File: src/hdl/rrd_pkg.sv
// Shared types and constants for the respiration rate detector.
package rrd_pkg;

    // Configuration register widths
    localparam int CFG_W    = 13;
    localparam int FLOOR_W  = 13;
    localparam int TICK_W   = 8;
    localparam int SCALE_W  = 10;
    localparam int TALLY_W  = 8;
    localparam int RATE_W   = 8;
    localparam int ADDR_W   = 3;

    // Dividend width of the rate division: scale times breath count
    localparam int DIVD_W   = SCALE_W + TALLY_W;

    // Configuration register indexes
    localparam logic [ADDR_W-1:0] REG_PEAK_FLOOR     = 3'd0;
    localparam logic [ADDR_W-1:0] REG_VALLEY_CEILING = 3'd1;
    localparam logic [ADDR_W-1:0] REG_REPORT_AFTER   = 3'd2;
    localparam logic [ADDR_W-1:0] REG_GIVE_UP_AT     = 3'd3;
    localparam logic [ADDR_W-1:0] REG_RATE_SCALE     = 3'd4;

    // Configuration reset values
    localparam logic [FLOOR_W-1:0] PEAK_FLOOR_RST     = 13'd3735;
    localparam logic [FLOOR_W-1:0] VALLEY_CEILING_RST = 13'd3624;
    localparam logic [TICK_W-1:0]  REPORT_AFTER_RST   = 8'd150;
    localparam logic [TICK_W-1:0]  GIVE_UP_AT_RST     = 8'd200;
    localparam logic [SCALE_W-1:0] RATE_SCALE_RST     = 10'd300;

    // Sequencer states
    typedef enum logic [3:0] {
        ST_IDLE,
        ST_CHECK,
        ST_VLIM,
        ST_PLIM,
        ST_CMP,
        ST_DRAIN,
        ST_DECIDE,
        ST_DIV_START,
        ST_DIV,
        ST_EMIT
    } state_t;

endpackage

File: src/hdl/rrd_front.sv
// Sample window, running sum, extremum detection and the extremum lists.
module rrd_front #(
    parameter int TAPS        = 7,
    parameter int BATCH       = 6,
    parameter int SAMPLE_BITS = 10,
    localparam int SUM_W      = SAMPLE_BITS + $clog2(TAPS),
    localparam int CNT_W      = $clog2(BATCH + 1),
    localparam int IDX_W      = $clog2(BATCH)
) (
    input  logic                         clk,
    input  logic                         rst_n,
    input  logic                         accept,
    input  logic [SAMPLE_BITS-1:0]       sample,
    input  logic [rrd_pkg::FLOOR_W-1:0]  peak_floor,
    input  logic [rrd_pkg::FLOOR_W-1:0]  valley_ceiling,
    input  logic                         clear_lists,
    input  logic                         rd_peak,
    input  logic [IDX_W-1:0]             rd_idx,
    output logic                         tick,
    output logic [CNT_W-1:0]             peak_cnt,
    output logic [CNT_W-1:0]             valley_cnt,
    output logic [SUM_W-1:0]             rd_data
);
    import rrd_pkg::*;

    localparam int SEEN_W = $clog2(TAPS + 1);
    localparam int CMP_W  = (SUM_W > FLOOR_W) ? SUM_W : FLOOR_W;

    logic [SAMPLE_BITS-1:0] window_reg [TAPS];
    logic [SUM_W-1:0]       sum_reg, sum_next;
    logic [SEEN_W-1:0]      seen_reg, seen_next;
    logic [1:0]             sums_seen_reg;
    logic [SUM_W-1:0]       recent_reg [2];
    logic [SUM_W-1:0]       peak_list [BATCH];
    logic [SUM_W-1:0]       valley_list [BATCH];
    logic [CNT_W-1:0]       peak_cnt_reg, valley_cnt_reg;
    logic                   full;
    logic                   is_peak, is_valley;
    logic [SUM_W-1:0]       mid, older;

    // Running window sum: add the newest sample, drop the oldest one
    assign sum_next  = sum_reg + SUM_W'(sample) - SUM_W'(window_reg[TAPS-1]);
    assign seen_next = (seen_reg == SEEN_W'(TAPS)) ? seen_reg : seen_reg + 1'b1;
    assign full      = (seen_next == SEEN_W'(TAPS));
    assign tick      = accept && full && (sums_seen_reg >= 2'd2);

    // Middle sum of the history is tested against its neighbors
    assign mid       = recent_reg[0];
    assign older     = recent_reg[1];
    assign is_peak   = (mid > older) && (mid >= sum_next)
                       && (CMP_W'(mid) >= CMP_W'(peak_floor));
    assign is_valley = !is_peak && (mid < older) && (mid <= sum_next)
                       && (CMP_W'(mid) <= CMP_W'(valley_ceiling));

    // Window, sum history and counters
    always_ff @(posedge clk or negedge rst_n)
    begin
        if (!rst_n)
        begin
            for (int i = 0; i < TAPS; i++)
            begin
                window_reg[i] <= '0;
            end
            sum_reg       <= '0;
            seen_reg      <= '0;
            sums_seen_reg <= '0;
            recent_reg[0] <= '0;
            recent_reg[1] <= '0;
        end
        else if (accept)
        begin
            for (int i = TAPS - 1; i > 0; i--)
            begin
                window_reg[i] <= window_reg[i-1];
            end
            window_reg[0] <= sample;
            sum_reg       <= sum_next;
            seen_reg      <= seen_next;
            if (full)
            begin
                recent_reg[1] <= recent_reg[0];
                recent_reg[0] <= sum_next;
                if (sums_seen_reg != 2'd3)
                begin
                    sums_seen_reg <= sums_seen_reg + 2'd1;
                end
            end
        end
    end

    // Extremum counts
    always_ff @(posedge clk or negedge rst_n)
    begin
        if (!rst_n)
        begin
            peak_cnt_reg   <= '0;
            valley_cnt_reg <= '0;
        end
        else if (clear_lists)
        begin
            peak_cnt_reg   <= '0;
            valley_cnt_reg <= '0;
        end
        else if (tick)
        begin
            if (is_peak && (peak_cnt_reg < CNT_W'(BATCH)))
            begin
                peak_cnt_reg <= peak_cnt_reg + 1'b1;
            end
            else if (is_valley && (valley_cnt_reg < CNT_W'(BATCH)))
            begin
                valley_cnt_reg <= valley_cnt_reg + 1'b1;
            end
        end
    end

    // Extremum lists, written at the current count
    always_ff @(posedge clk)
    begin
        if (tick)
        begin
            if (is_peak && (peak_cnt_reg < CNT_W'(BATCH)))
            begin
                peak_list[peak_cnt_reg[IDX_W-1:0]] <= mid;
            end
            else if (is_valley && (valley_cnt_reg < CNT_W'(BATCH)))
            begin
                valley_list[valley_cnt_reg[IDX_W-1:0]] <= mid;
            end
        end
    end

    assign peak_cnt   = peak_cnt_reg;
    assign valley_cnt = valley_cnt_reg;
    assign rd_data    = rd_peak ? peak_list[rd_idx] : valley_list[rd_idx];

endmodule

File: src/hdl/rrd_mac.sv
// Shared multiply-accumulate unit used for batch limits, compares and the rate product.
module rrd_mac #(
    parameter int A_W   = 13,
    parameter int B_W   = 10,
    parameter int ACC_W = 27
) (
    input  logic             clk,
    input  logic             en,
    input  logic             clr,
    input  logic [A_W-1:0]   a,
    input  logic [B_W-1:0]   b,
    output logic [ACC_W-1:0] acc
);
    logic [A_W+B_W-1:0] product;
    logic [ACC_W-1:0]   acc_reg;

    assign product = a * b;

    // Accumulate, or start over from the product alone
    always_ff @(posedge clk)
    begin
        if (en)
        begin
            acc_reg <= (clr ? '0 : acc_reg) + ACC_W'(product);
        end
    end

    assign acc = acc_reg;

endmodule

File: src/hdl/rrd_div.sv
// Restoring divider that produces one quotient bit per cycle.
module rrd_div #(
    parameter int DIVD_W = 18,
    parameter int DIVS_W = 8
) (
    input  logic              clk,
    input  logic              rst_n,
    input  logic              start,
    input  logic [DIVD_W-1:0] dividend,
    input  logic [DIVS_W-1:0] divisor,
    output logic              done,
    output logic [DIVD_W-1:0] quotient
);
    localparam int STEP_W = $clog2(DIVD_W + 1);

    logic              busy_reg;
    logic              done_reg;
    logic [STEP_W-1:0] step_reg;
    logic [DIVS_W-1:0] divs_reg;
    logic [DIVS_W-1:0] rem_reg;
    logic [DIVD_W-1:0] quo_reg;
    logic [DIVS_W:0]   shifted;
    logic              fits;

    // Bring down the next dividend bit and try the subtraction
    assign shifted = {rem_reg, quo_reg[DIVD_W-1]};
    assign fits    = (shifted >= {1'b0, divs_reg});

    // Step control
    always_ff @(posedge clk or negedge rst_n)
    begin
        if (!rst_n)
        begin
            busy_reg <= 1'b0;
            done_reg <= 1'b0;
            step_reg <= '0;
        end
        else
        begin
            done_reg <= 1'b0;
            if (start)
            begin
                busy_reg <= 1'b1;
                step_reg <= STEP_W'(DIVD_W);
            end
            else if (busy_reg)
            begin
                step_reg <= step_reg - 1'b1;
                if (step_reg == STEP_W'(1))
                begin
                    busy_reg <= 1'b0;
                    done_reg <= 1'b1;
                end
            end
        end
    end

    // Remainder and quotient shift register
    always_ff @(posedge clk)
    begin
        if (start)
        begin
            rem_reg  <= '0;
            quo_reg  <= dividend;
            divs_reg <= divisor;
        end
        else if (busy_reg)
        begin
            rem_reg <= fits ? DIVS_W'(shifted - {1'b0, divs_reg}) : shifted[DIVS_W-1:0];
            quo_reg <= {quo_reg[DIVD_W-2:0], fits};
        end
    end

    assign done     = done_reg;
    assign quotient = quo_reg;

endmodule

File: src/hdl/respiration_rate_detector.sv
// Throughput: one sample at a time; in_ready is low while a tick is processed. A sample with no
// tick leaves in_ready high; a tick that scores no batch passes accept, check and decide. Scoring
// a batch walks the lists for the valley limit, peak limit and compares, then drains; a report
// adds the rate product and an 18-step divide, and every result then loads the output register,
// waiting while it is held. A waiting result also blocks the next sample. Reset (async, active low)
// clears window, sums, counts, tallies, ticks and loads the default configuration; lists hold none.
module respiration_rate_detector #(
    parameter int TAPS        = 7,
    parameter int BATCH       = 6,
    parameter int SAMPLE_BITS = 10
) (
    input  logic                        clk,
    input  logic                        rst_n,
    input  logic                        in_valid,
    output logic                        in_ready,
    input  logic [SAMPLE_BITS-1:0]      sample,
    output logic                        out_valid,
    input  logic                        out_ready,
    output logic [rrd_pkg::RATE_W-1:0]  rate,
    output logic                        timed_out,
    input  logic                        cfg_wr_en,
    input  logic [rrd_pkg::ADDR_W-1:0]  cfg_addr,
    input  logic [rrd_pkg::CFG_W-1:0]   cfg_wdata
);
    import rrd_pkg::*;

    localparam int SUM_W   = SAMPLE_BITS + $clog2(TAPS);
    localparam int CNT_W   = $clog2(BATCH + 1);
    localparam int IDX_W   = $clog2(BATCH);
    localparam int KMAX    = 10 * (BATCH / 2) * (BATCH - BATCH / 2);
    localparam int LMAX    = 7 * BATCH;
    localparam int COEF_W  = $clog2(((KMAX > LMAX) ? KMAX : LMAX) + 1);
    localparam int OPB_W   = (COEF_W > SCALE_W) ? COEF_W : SCALE_W;
    localparam int ACC_W   = SUM_W + OPB_W + $clog2(BATCH) + 1;

    // Configuration registers
    logic [FLOOR_W-1:0] peak_floor_reg, valley_ceiling_reg;
    logic [TICK_W-1:0]  report_after_reg, give_up_at_reg;
    logic [SCALE_W-1:0] rate_scale_reg;

    // Sequencer and result state
    state_t             state_reg, state_next;
    logic [IDX_W-1:0]   j_reg, j_next;
    logic               pend_reg, pend_next;
    logic               pend_peak_reg, pend_peak_next;
    logic               batch_reg, batch_next;
    logic [TICK_W-1:0]  tick_count_reg, tick_count_next;
    logic [TALLY_W-1:0] peak_tally_reg, peak_tally_next;
    logic [TALLY_W-1:0] valley_tally_reg, valley_tally_next;
    logic [RATE_W-1:0]  res_rate_reg, res_rate_next;
    logic               res_to_reg, res_to_next;
    logic               out_valid_reg, out_valid_next;
    logic [RATE_W-1:0]  rate_reg, rate_next;
    logic               timed_out_reg, timed_out_next;
    logic [ACC_W-1:0]   vlim_reg, vlim_next;
    logic [ACC_W-1:0]   plim_reg, plim_next;

    // Datapath connections
    logic               accept;
    logic               tick;
    logic               clear_lists;
    logic               rd_peak;
    logic [IDX_W-1:0]   rd_idx;
    logic [CNT_W-1:0]   np, nv;
    logic [SUM_W-1:0]   rd_data;
    logic               mac_en, mac_clr;
    logic [SUM_W-1:0]   mac_a;
    logic [OPB_W-1:0]   mac_b;
    logic [ACC_W-1:0]   acc;
    logic               div_start, div_done;
    logic [DIVD_W-1:0]  quotient;
    logic [OPB_W-1:0]   np_b, nv_b;
    logic [OPB_W-1:0]   c3_nv, c7_nv, c3_np, c7_np, k_coef;
    logic [2*CNT_W-1:0] np_nv;
    logic [TALLY_W:0]   tally_sum;
    logic [TALLY_W-1:0] breaths;
    logic               last_j;
    logic               batch_full;
    logic               report_ok;

    assign accept = in_valid && in_ready;

    // Front end: window, sums and extremum lists
    rrd_front #(
        .TAPS        (TAPS),
        .BATCH       (BATCH),
        .SAMPLE_BITS (SAMPLE_BITS)
    ) u_front (
        .clk            (clk),
        .rst_n          (rst_n),
        .accept         (accept),
        .sample         (sample),
        .peak_floor     (peak_floor_reg),
        .valley_ceiling (valley_ceiling_reg),
        .clear_lists    (clear_lists),
        .rd_peak        (rd_peak),
        .rd_idx         (rd_idx),
        .tick           (tick),
        .peak_cnt       (np),
        .valley_cnt     (nv),
        .rd_data        (rd_data)
    );

    // Shared multiply-accumulate unit
    rrd_mac #(
        .A_W   (SUM_W),
        .B_W   (OPB_W),
        .ACC_W (ACC_W)
    ) u_mac (
        .clk (clk),
        .en  (mac_en),
        .clr (mac_clr),
        .a   (mac_a),
        .b   (mac_b),
        .acc (acc)
    );

    // Serial divider for the rate
    rrd_div #(
        .DIVD_W (DIVD_W),
        .DIVS_W (TICK_W)
    ) u_div (
        .clk      (clk),
        .rst_n    (rst_n),
        .start    (div_start),
        .dividend (acc[DIVD_W-1:0]),
        .divisor  (tick_count_reg),
        .done     (div_done),
        .quotient (quotient)
    );

    // Walk over peaks first, then valleys
    assign rd_peak = (CNT_W'(j_reg) < np);
    assign rd_idx  = rd_peak ? j_reg : IDX_W'(CNT_W'(j_reg) - np);
    assign last_j  = (j_reg == IDX_W'(BATCH - 1));

    // Small coefficients of the cross-multiplied compares
    assign np_b   = OPB_W'(np);
    assign nv_b   = OPB_W'(nv);
    assign c3_nv  = (nv_b << 1) + nv_b;
    assign c7_nv  = (nv_b << 3) - nv_b;
    assign c3_np  = (np_b << 1) + np_b;
    assign c7_np  = (np_b << 3) - np_b;
    assign np_nv  = np * nv;
    assign k_coef = OPB_W'({np_nv, 3'b000}) + OPB_W'({np_nv, 1'b0});

    assign tally_sum  = {1'b0, peak_tally_reg} + {1'b0, valley_tally_reg};
    assign breaths    = tally_sum[TALLY_W:1];
    assign batch_full = ({1'b0, np} + {1'b0, nv}) >= (CNT_W + 1)'(BATCH);
    assign report_ok  = batch_reg && (tick_count_reg > report_after_reg)
                        && (tick_count_reg < give_up_at_reg);

    // Configuration writes
    always_ff @(posedge clk or negedge rst_n)
    begin
        if (!rst_n)
        begin
            peak_floor_reg     <= PEAK_FLOOR_RST;
            valley_ceiling_reg <= VALLEY_CEILING_RST;
            report_after_reg   <= REPORT_AFTER_RST;
            give_up_at_reg     <= GIVE_UP_AT_RST;
            rate_scale_reg     <= RATE_SCALE_RST;
        end
        else if (cfg_wr_en)
        begin
            unique case (cfg_addr)
                REG_PEAK_FLOOR:     peak_floor_reg     <= cfg_wdata[FLOOR_W-1:0];
                REG_VALLEY_CEILING: valley_ceiling_reg <= cfg_wdata[FLOOR_W-1:0];
                REG_REPORT_AFTER:   report_after_reg   <= cfg_wdata[TICK_W-1:0];
                REG_GIVE_UP_AT:     give_up_at_reg     <= cfg_wdata[TICK_W-1:0];
                REG_RATE_SCALE:     rate_scale_reg     <= cfg_wdata[SCALE_W-1:0];
                default:            ;
            endcase
        end
    end

    // Sequencer control registers
    always_ff @(posedge clk or negedge rst_n)
    begin
        if (!rst_n)
        begin
            state_reg        <= ST_IDLE;
            j_reg            <= '0;
            pend_reg         <= 1'b0;
            pend_peak_reg    <= 1'b0;
            batch_reg        <= 1'b0;
            tick_count_reg   <= '0;
            peak_tally_reg   <= '0;
            valley_tally_reg <= '0;
            out_valid_reg    <= 1'b0;
        end
        else
        begin
            state_reg        <= state_next;
            j_reg            <= j_next;
            pend_reg         <= pend_next;
            pend_peak_reg    <= pend_peak_next;
            batch_reg        <= batch_next;
            tick_count_reg   <= tick_count_next;
            peak_tally_reg   <= peak_tally_next;
            valley_tally_reg <= valley_tally_next;
            out_valid_reg    <= out_valid_next;
        end
    end

    // Payload registers
    always_ff @(posedge clk)
    begin
        vlim_reg      <= vlim_next;
        plim_reg      <= plim_next;
        res_rate_reg  <= res_rate_next;
        res_to_reg    <= res_to_next;
        rate_reg      <= rate_next;
        timed_out_reg <= timed_out_next;
    end

    // Next state and datapath control
    always_comb
    begin
        state_next        = state_reg;
        j_next            = j_reg;
        pend_next         = 1'b0;
        pend_peak_next    = pend_peak_reg;
        batch_next        = batch_reg;
        tick_count_next   = tick_count_reg;
        peak_tally_next   = peak_tally_reg;
        valley_tally_next = valley_tally_reg;
        res_rate_next     = res_rate_reg;
        res_to_next       = res_to_reg;
        out_valid_next    = out_valid_reg;
        rate_next         = rate_reg;
        timed_out_next    = timed_out_reg;
        vlim_next         = vlim_reg;
        plim_next         = plim_reg;
        clear_lists       = 1'b0;
        mac_en            = 1'b0;
        mac_clr           = 1'b0;
        mac_a             = rd_data;
        mac_b             = k_coef;
        div_start         = 1'b0;

        // Output beat leaves when taken
        if (out_valid_reg && out_ready)
        begin
            out_valid_next = 1'b0;
        end

        // Compare result of the previous cycle feeds the tallies
        if (pend_reg)
        begin
            if (pend_peak_reg)
            begin
                if ((acc >= plim_reg) && (peak_tally_reg != '1))
                begin
                    peak_tally_next = peak_tally_reg + 1'b1;
                end
            end
            else
            begin
                if ((acc <= vlim_reg) && (valley_tally_reg != '1))
                begin
                    valley_tally_next = valley_tally_reg + 1'b1;
                end
            end
        end

        unique case (state_reg)
            // Samples that bring no tick only fill the window and the sum history
            ST_IDLE:
            begin
                if (accept && tick)
                begin
                    tick_count_next = tick_count_reg + 1'b1;
                    state_next      = ST_CHECK;
                end
            end

            ST_CHECK:
            begin
                j_next = '0;
                if (batch_full)
                begin
                    batch_next = 1'b1;
                    if ((np != '0) && (nv != '0))
                    begin
                        state_next = ST_VLIM;
                    end
                    else
                    begin
                        clear_lists = 1'b1;
                        state_next  = ST_DECIDE;
                    end
                end
                else
                begin
                    batch_next = 1'b0;
                    state_next = ST_DECIDE;
                end
            end

            // Valley limit: sum of peaks times 3nv plus valleys times 7np
            ST_VLIM:
            begin
                mac_en  = 1'b1;
                mac_clr = (j_reg == '0);
                mac_b   = rd_peak ? c3_nv : c7_np;
                j_next  = j_reg + 1'b1;
                if (last_j)
                begin
                    j_next     = '0;
                    state_next = ST_PLIM;
                end
            end

            // Peak limit: sum of peaks times 7nv plus valleys times 3np
            ST_PLIM:
            begin
                if (j_reg == '0)
                begin
                    vlim_next = acc;
                end
                mac_en  = 1'b1;
                mac_clr = (j_reg == '0);
                mac_b   = rd_peak ? c7_nv : c3_np;
                j_next  = j_reg + 1'b1;
                if (last_j)
                begin
                    j_next     = '0;
                    state_next = ST_CMP;
                end
            end

            // Each extremum times 10*np*nv, checked in the next cycle
            ST_CMP:
            begin
                if (j_reg == '0)
                begin
                    plim_next = acc;
                end
                mac_en         = 1'b1;
                mac_clr        = 1'b1;
                mac_b          = k_coef;
                pend_next      = 1'b1;
                pend_peak_next = rd_peak;
                j_next         = j_reg + 1'b1;
                if (last_j)
                begin
                    j_next     = '0;
                    state_next = ST_DRAIN;
                end
            end

            ST_DRAIN:
            begin
                clear_lists = 1'b1;
                state_next  = ST_DECIDE;
            end

            ST_DECIDE:
            begin
                if (report_ok)
                begin
                    mac_en     = 1'b1;
                    mac_clr    = 1'b1;
                    mac_a      = SUM_W'(breaths);
                    mac_b      = OPB_W'(rate_scale_reg);
                    state_next = ST_DIV_START;
                end
                else if (tick_count_reg >= give_up_at_reg)
                begin
                    res_rate_next   = '0;
                    res_to_next     = 1'b1;
                    tick_count_next = '0;
                    state_next      = ST_EMIT;
                end
                else
                begin
                    state_next = ST_IDLE;
                end
            end

            ST_DIV_START:
            begin
                div_start  = 1'b1;
                state_next = ST_DIV;
            end

            ST_DIV:
            begin
                if (div_done)
                begin
                    res_rate_next     = (quotient[DIVD_W-1:RATE_W] != '0) ? '1
                                        : quotient[RATE_W-1:0];
                    res_to_next       = 1'b0;
                    tick_count_next   = '0;
                    peak_tally_next   = '0;
                    valley_tally_next = '0;
                    state_next        = ST_EMIT;
                end
            end

            // Load the output register once it is free
            ST_EMIT:
            begin
                if (!out_valid_reg || out_ready)
                begin
                    out_valid_next = 1'b1;
                    rate_next      = res_rate_reg;
                    timed_out_next = res_to_reg;
                    state_next     = ST_IDLE;
                end
            end

            default:
            begin
                state_next = ST_IDLE;
            end
        endcase
    end

    assign in_ready  = (state_reg == ST_IDLE);
    assign out_valid = out_valid_reg;
    assign rate      = rate_reg;
    assign timed_out = timed_out_reg;

endmodule

File: config.mk
export PLATFORM = sky130hd
export DESIGN_NAME = respiration_rate_detector
export DESIGN_NICKNAME = d
export VERILOG_FILES = /design/src/hdl/rrd_pkg.sv /design/src/hdl/rrd_front.sv /design/src/hdl/rrd_mac.sv /design/src/hdl/rrd_div.sv /design/src/hdl/respiration_rate_detector.sv
export SDC_FILE = /design/constraint.sdc
export NUM_CORES = 1
export LEC_CHECK = 0
export ABC_AREA = 1
export BUFFER_PORTS_ARGS = -buffer_cell sky130_fd_sc_hd__buf_2
export CAP_MARGIN = 40
export CORE_ASPECT_RATIO = 1.25
export CORE_MARGIN = 10
export CORE_UTILIZATION = 55
export DETAILED_ROUTE_END_ITERATION = 12
export GPL_ROUTABILITY_DRIVEN = 0
export PLACE_DENSITY_LB_ADDON = 0.05
export SLEW_MARGIN = 20
export SYNTH_ARGS = -nofsm -noshare
export SYNTH_HDL_FRONTEND = slang
export SYNTH_SLANG_ARGS = --single-unit
export TNS_END_PERCENT = 10
File: constraint.sdc
create_clock -name clk -period 7.5 [get_ports clk]
set_input_delay 1.125 -clock clk [delete_from_list [all_inputs] [get_ports clk]]
set_output_delay 1.125 -clock clk [all_outputs]
set_load 0.02 [all_outputs]
==> flow_metrics.env <==
export IMPL_hpwlAfterDp_um=57400
export IMPL_cts_inserted_buffers=51
export IMPL_outcome="finished, final reports clean"
export IMPL_fmax_ghz=0.134
export IMPL_rsz0062_at_grt="true"
export IMPL_clk_pin_slew_worst_paths_ns=0.06
export IMPL_synthTopCellsByArea="edfxtp_1 (27%), dfrtp_1 (15%), nand2_1 (11%)"
export IMPL_initial_core_util=0.556
export IMPL_synth_cell_type_count=54
export IMPL_skew_ns=0.0169
export IMPL_worst_setup_path_end_kind="flip-flop"
export IMPL_first_global_vias=24102
export IMPL_core_um2=56100
export IMPL_hp_start="res_rate_reg[7]"
export IMPL_final_cells=4426
export IMPL_ys_ff_latch=503
export IMPL_critPathKind="flip-flop to flip-flop"
export IMPL_routedWlPerCell_um=17.6
export IMPL_synth_area_um2=31200
export IMPL_die_area_um2=66700
export IMPL_synth_fp_nets=3915
export IMPL_worstPathMaxFanout=4
export IMPL_whs_endpoint="rate[7]"
export IMPL_cp_data_required_time_ns=7.86
export IMPL_cp_arrival_ns=7.81
export IMPL_fp_row_count=97
export IMPL_numClockSinks=503
export IMPL_antenna_found_initial=0
export IMPL_yosysMostFrequentCell="nand2_1"
export IMPL_ioPinCount=42
export IMPL_cts_tree="done"
export IMPL_synth_edf_count=281
export IMPL_slowest_stage="fa_2"
export IMPL_wl_met3_um=3030
export IMPL_vias_per_cell=5.34
export IMPL_synthCells=3504
export IMPL_root_buffer="clkbuf_16"
export IMPL_async_flop_share=0.425
export IMPL_cap_violations=0
export IMPL_highest_layer="met4"
export IMPL_startpoint_type="flip-flop"
export IMPL_num_vias=23653
export IMPL_io_buffer_count=41
export IMPL_nets=4052
export IMPL_setup_viol=0
export IMPL_fin_crit_sh=0.993
export IMPL_ys_warn_count=0
export IMPL_period_needed_ns=7.45
export IMPL_cts_buffer_depth=3
export IMPL_hold_class="flip-flop to flip-flop"
export IMPL_h_tree_depth=2
export IMPL_finalHoldViolCount=0
export IMPL_fin_util=0.630
export IMPL_drt_met1_wl_um=30400
export IMPL_max_stage_delay_ns=0.58
export IMPL_slew_viol_final=0
export IMPL_die_h_um=286
export IMPL_reg2regPathDepth=34
export IMPL_relSlewSlack=0.340
export IMPL_netlist_area_leader_share=0.270
export IMPL_timing_rr_start="u_front.valley_cnt[1]"
export IMPL_fill_cells=4729
export IMPL_drt_pass1_iter_count=7
export IMPL_drt_iter0_markers=1835
export IMPL_grt_overflow_total=0
export IMPL_rrSetupSlack_ns=0.05
export IMPL_fp_dieW_um=233
export IMPL_clock_latency_ns=0.61
export IMPL_avgSynthCellArea_um2=8.90
export IMPL_drc=0
export IMPL_drive_gt1_frac=0.122
export IMPL_syn_to_final_growth_pct=13.3
export IMPL_yosys_top_cells_count="nand2_1 (945), inv_1 (579), edfxtp_1 (281)"
export IMPL_wl_met2_um=40300
export IMPL_r2r_end="u_mac.acc[19]"
export IMPL_yosysSeqAreaShare=0.448
export IMPL_synth_top_area_cell="edfxtp_1"
export IMPL_antenna_left=0
export IMPL_grt_start_max_net_pins=112
export IMPL_antenna_cells=0
export IMPL_wirelength_um=78000
export IMPL_grt_pass1_wl_um=126000
export IMPL_dp_cells=4316
export IMPL_grt_usage=0.236
export IMPL_synth_top_flop_cell="edfxtp_1"
export IMPL_tightest_slew_ns=0.990
export IMPL_hold_depth=0
kinds of logic after synthesis:
group / count (synthesis) / share of synthesized area
fa+ha+maj: 380 / 0.183
xor+xnor: 56 / 0.0157
buf+inv: 668 / 0.0837
simple gates: 1488 / 0.198
flops: 503 / 0.448
compound gates: 409 / 0.0714
timing repair:
action	in CTS	in global routing
endpoints found under the setup margin	16	18
hold buffers	0	0
pin swaps	27	96
hold endpoints to repair	0	0
gates resized for setup	40	102
buffers inserted	2	7
cloned	0	1
worst max-delay path, delay by kind of cell (launching register included):
family,cells,cell delay (ns)
AO/OA/AOI/OAI,4,0.60
XOR/XNOR,2,0.28
adder cells (fa/ha/maj),11,4.47
buffers and inverters,11,0.83
flip-flops,1,0.43
AND/OR/NAND/NOR,6,0.59
metal layers:
| metal | vias to the layer above | track usage |
|---|---|---|
| li1 | 11521 | - |
| met5 | - | 0 |
| met4 | 0 | 0.121 |
| met3 | 197 | 0.0268 |
| met2 | 605 | 0.426 |
| met1 | 11330 | 0.270 |
metrics by stage:
step                cell area (um^2)  TNS, ns  setup slack (ns)  hold WS (ns)
floorplan                      31200        0            0.0394         0.400
global placement               32900   -0.689            -0.126         0.404
detailed placement             32900    -2.49            -0.259         0.405
CTS                            34800        0            0.0203         0.420
global route                   35300    -2.42            -0.265         0.418
finish                         35300        0            0.0495         0.417
placed cells by master (no fill, tap or decap), types with 15 or more instances in the layout:
| master | n |
|---|---|
| a21o_1 | 15 |
| a21oi_1 | 117 |
| buf_2 | 40 |
| buf_4 | 106 |
| clkbuf_16 | 53 |
| dfrtp_1 | 188 |
| dfstp_2 | 24 |
| edfxtp_1 | 281 |
| fa_1 | 120 |
| ha_1 | 235 |
| inv_1 | 560 |
| inv_2 | 25 |
| nand2_1 | 927 |
| nand2_2 | 24 |
| nand3_1 | 193 |
| nand4_1 | 30 |
| nor2_1 | 201 |
| nor2_2 | 18 |
| nor3_1 | 26 |
| o21ai_0 | 197 |
| o21ai_1 | 16 |
| xnor2_1 | 15 |
| xor2_1 | 38 |
layout make-up:
class	count	area (um^2)	share of cell area
Multi-Input combinational cell	2333	15200	0.430
Sequential cell	503	14000	0.396
Inverter	589	2220	0.0627
Clock buffer	63	1360	0.0386
Timing Repair Buffer	163	1290	0.0366
Tap cell	742	928	0.0263
Clock inverter	33	357	0.0101
worst max-delay path by stage:
stage | from | cells after the start | endpoint | slack [ns]
floorplan | u_front.peak_cnt[1] | 41 | u_mac.acc[26] | 0.04
global placement | u_front.peak_cnt[1] | 37 | u_mac.acc[23] | -0.13
global route | u_front.valley_cnt[1] | 37 | u_mac.acc[26] | -0.27
detailed placement | u_front.peak_cnt[1] | 32 | u_mac.acc[13] | -0.26
finish | u_front.valley_cnt[1] | 34 | u_mac.acc[19] | 0.05
CTS | u_front.peak_cnt[1] | 35 | u_mac.acc[23] | 0.02
Power is left out: the tool's default activity adds up to more than one toggle a clock period on the data nets, which glitch-free logic cannot reach.
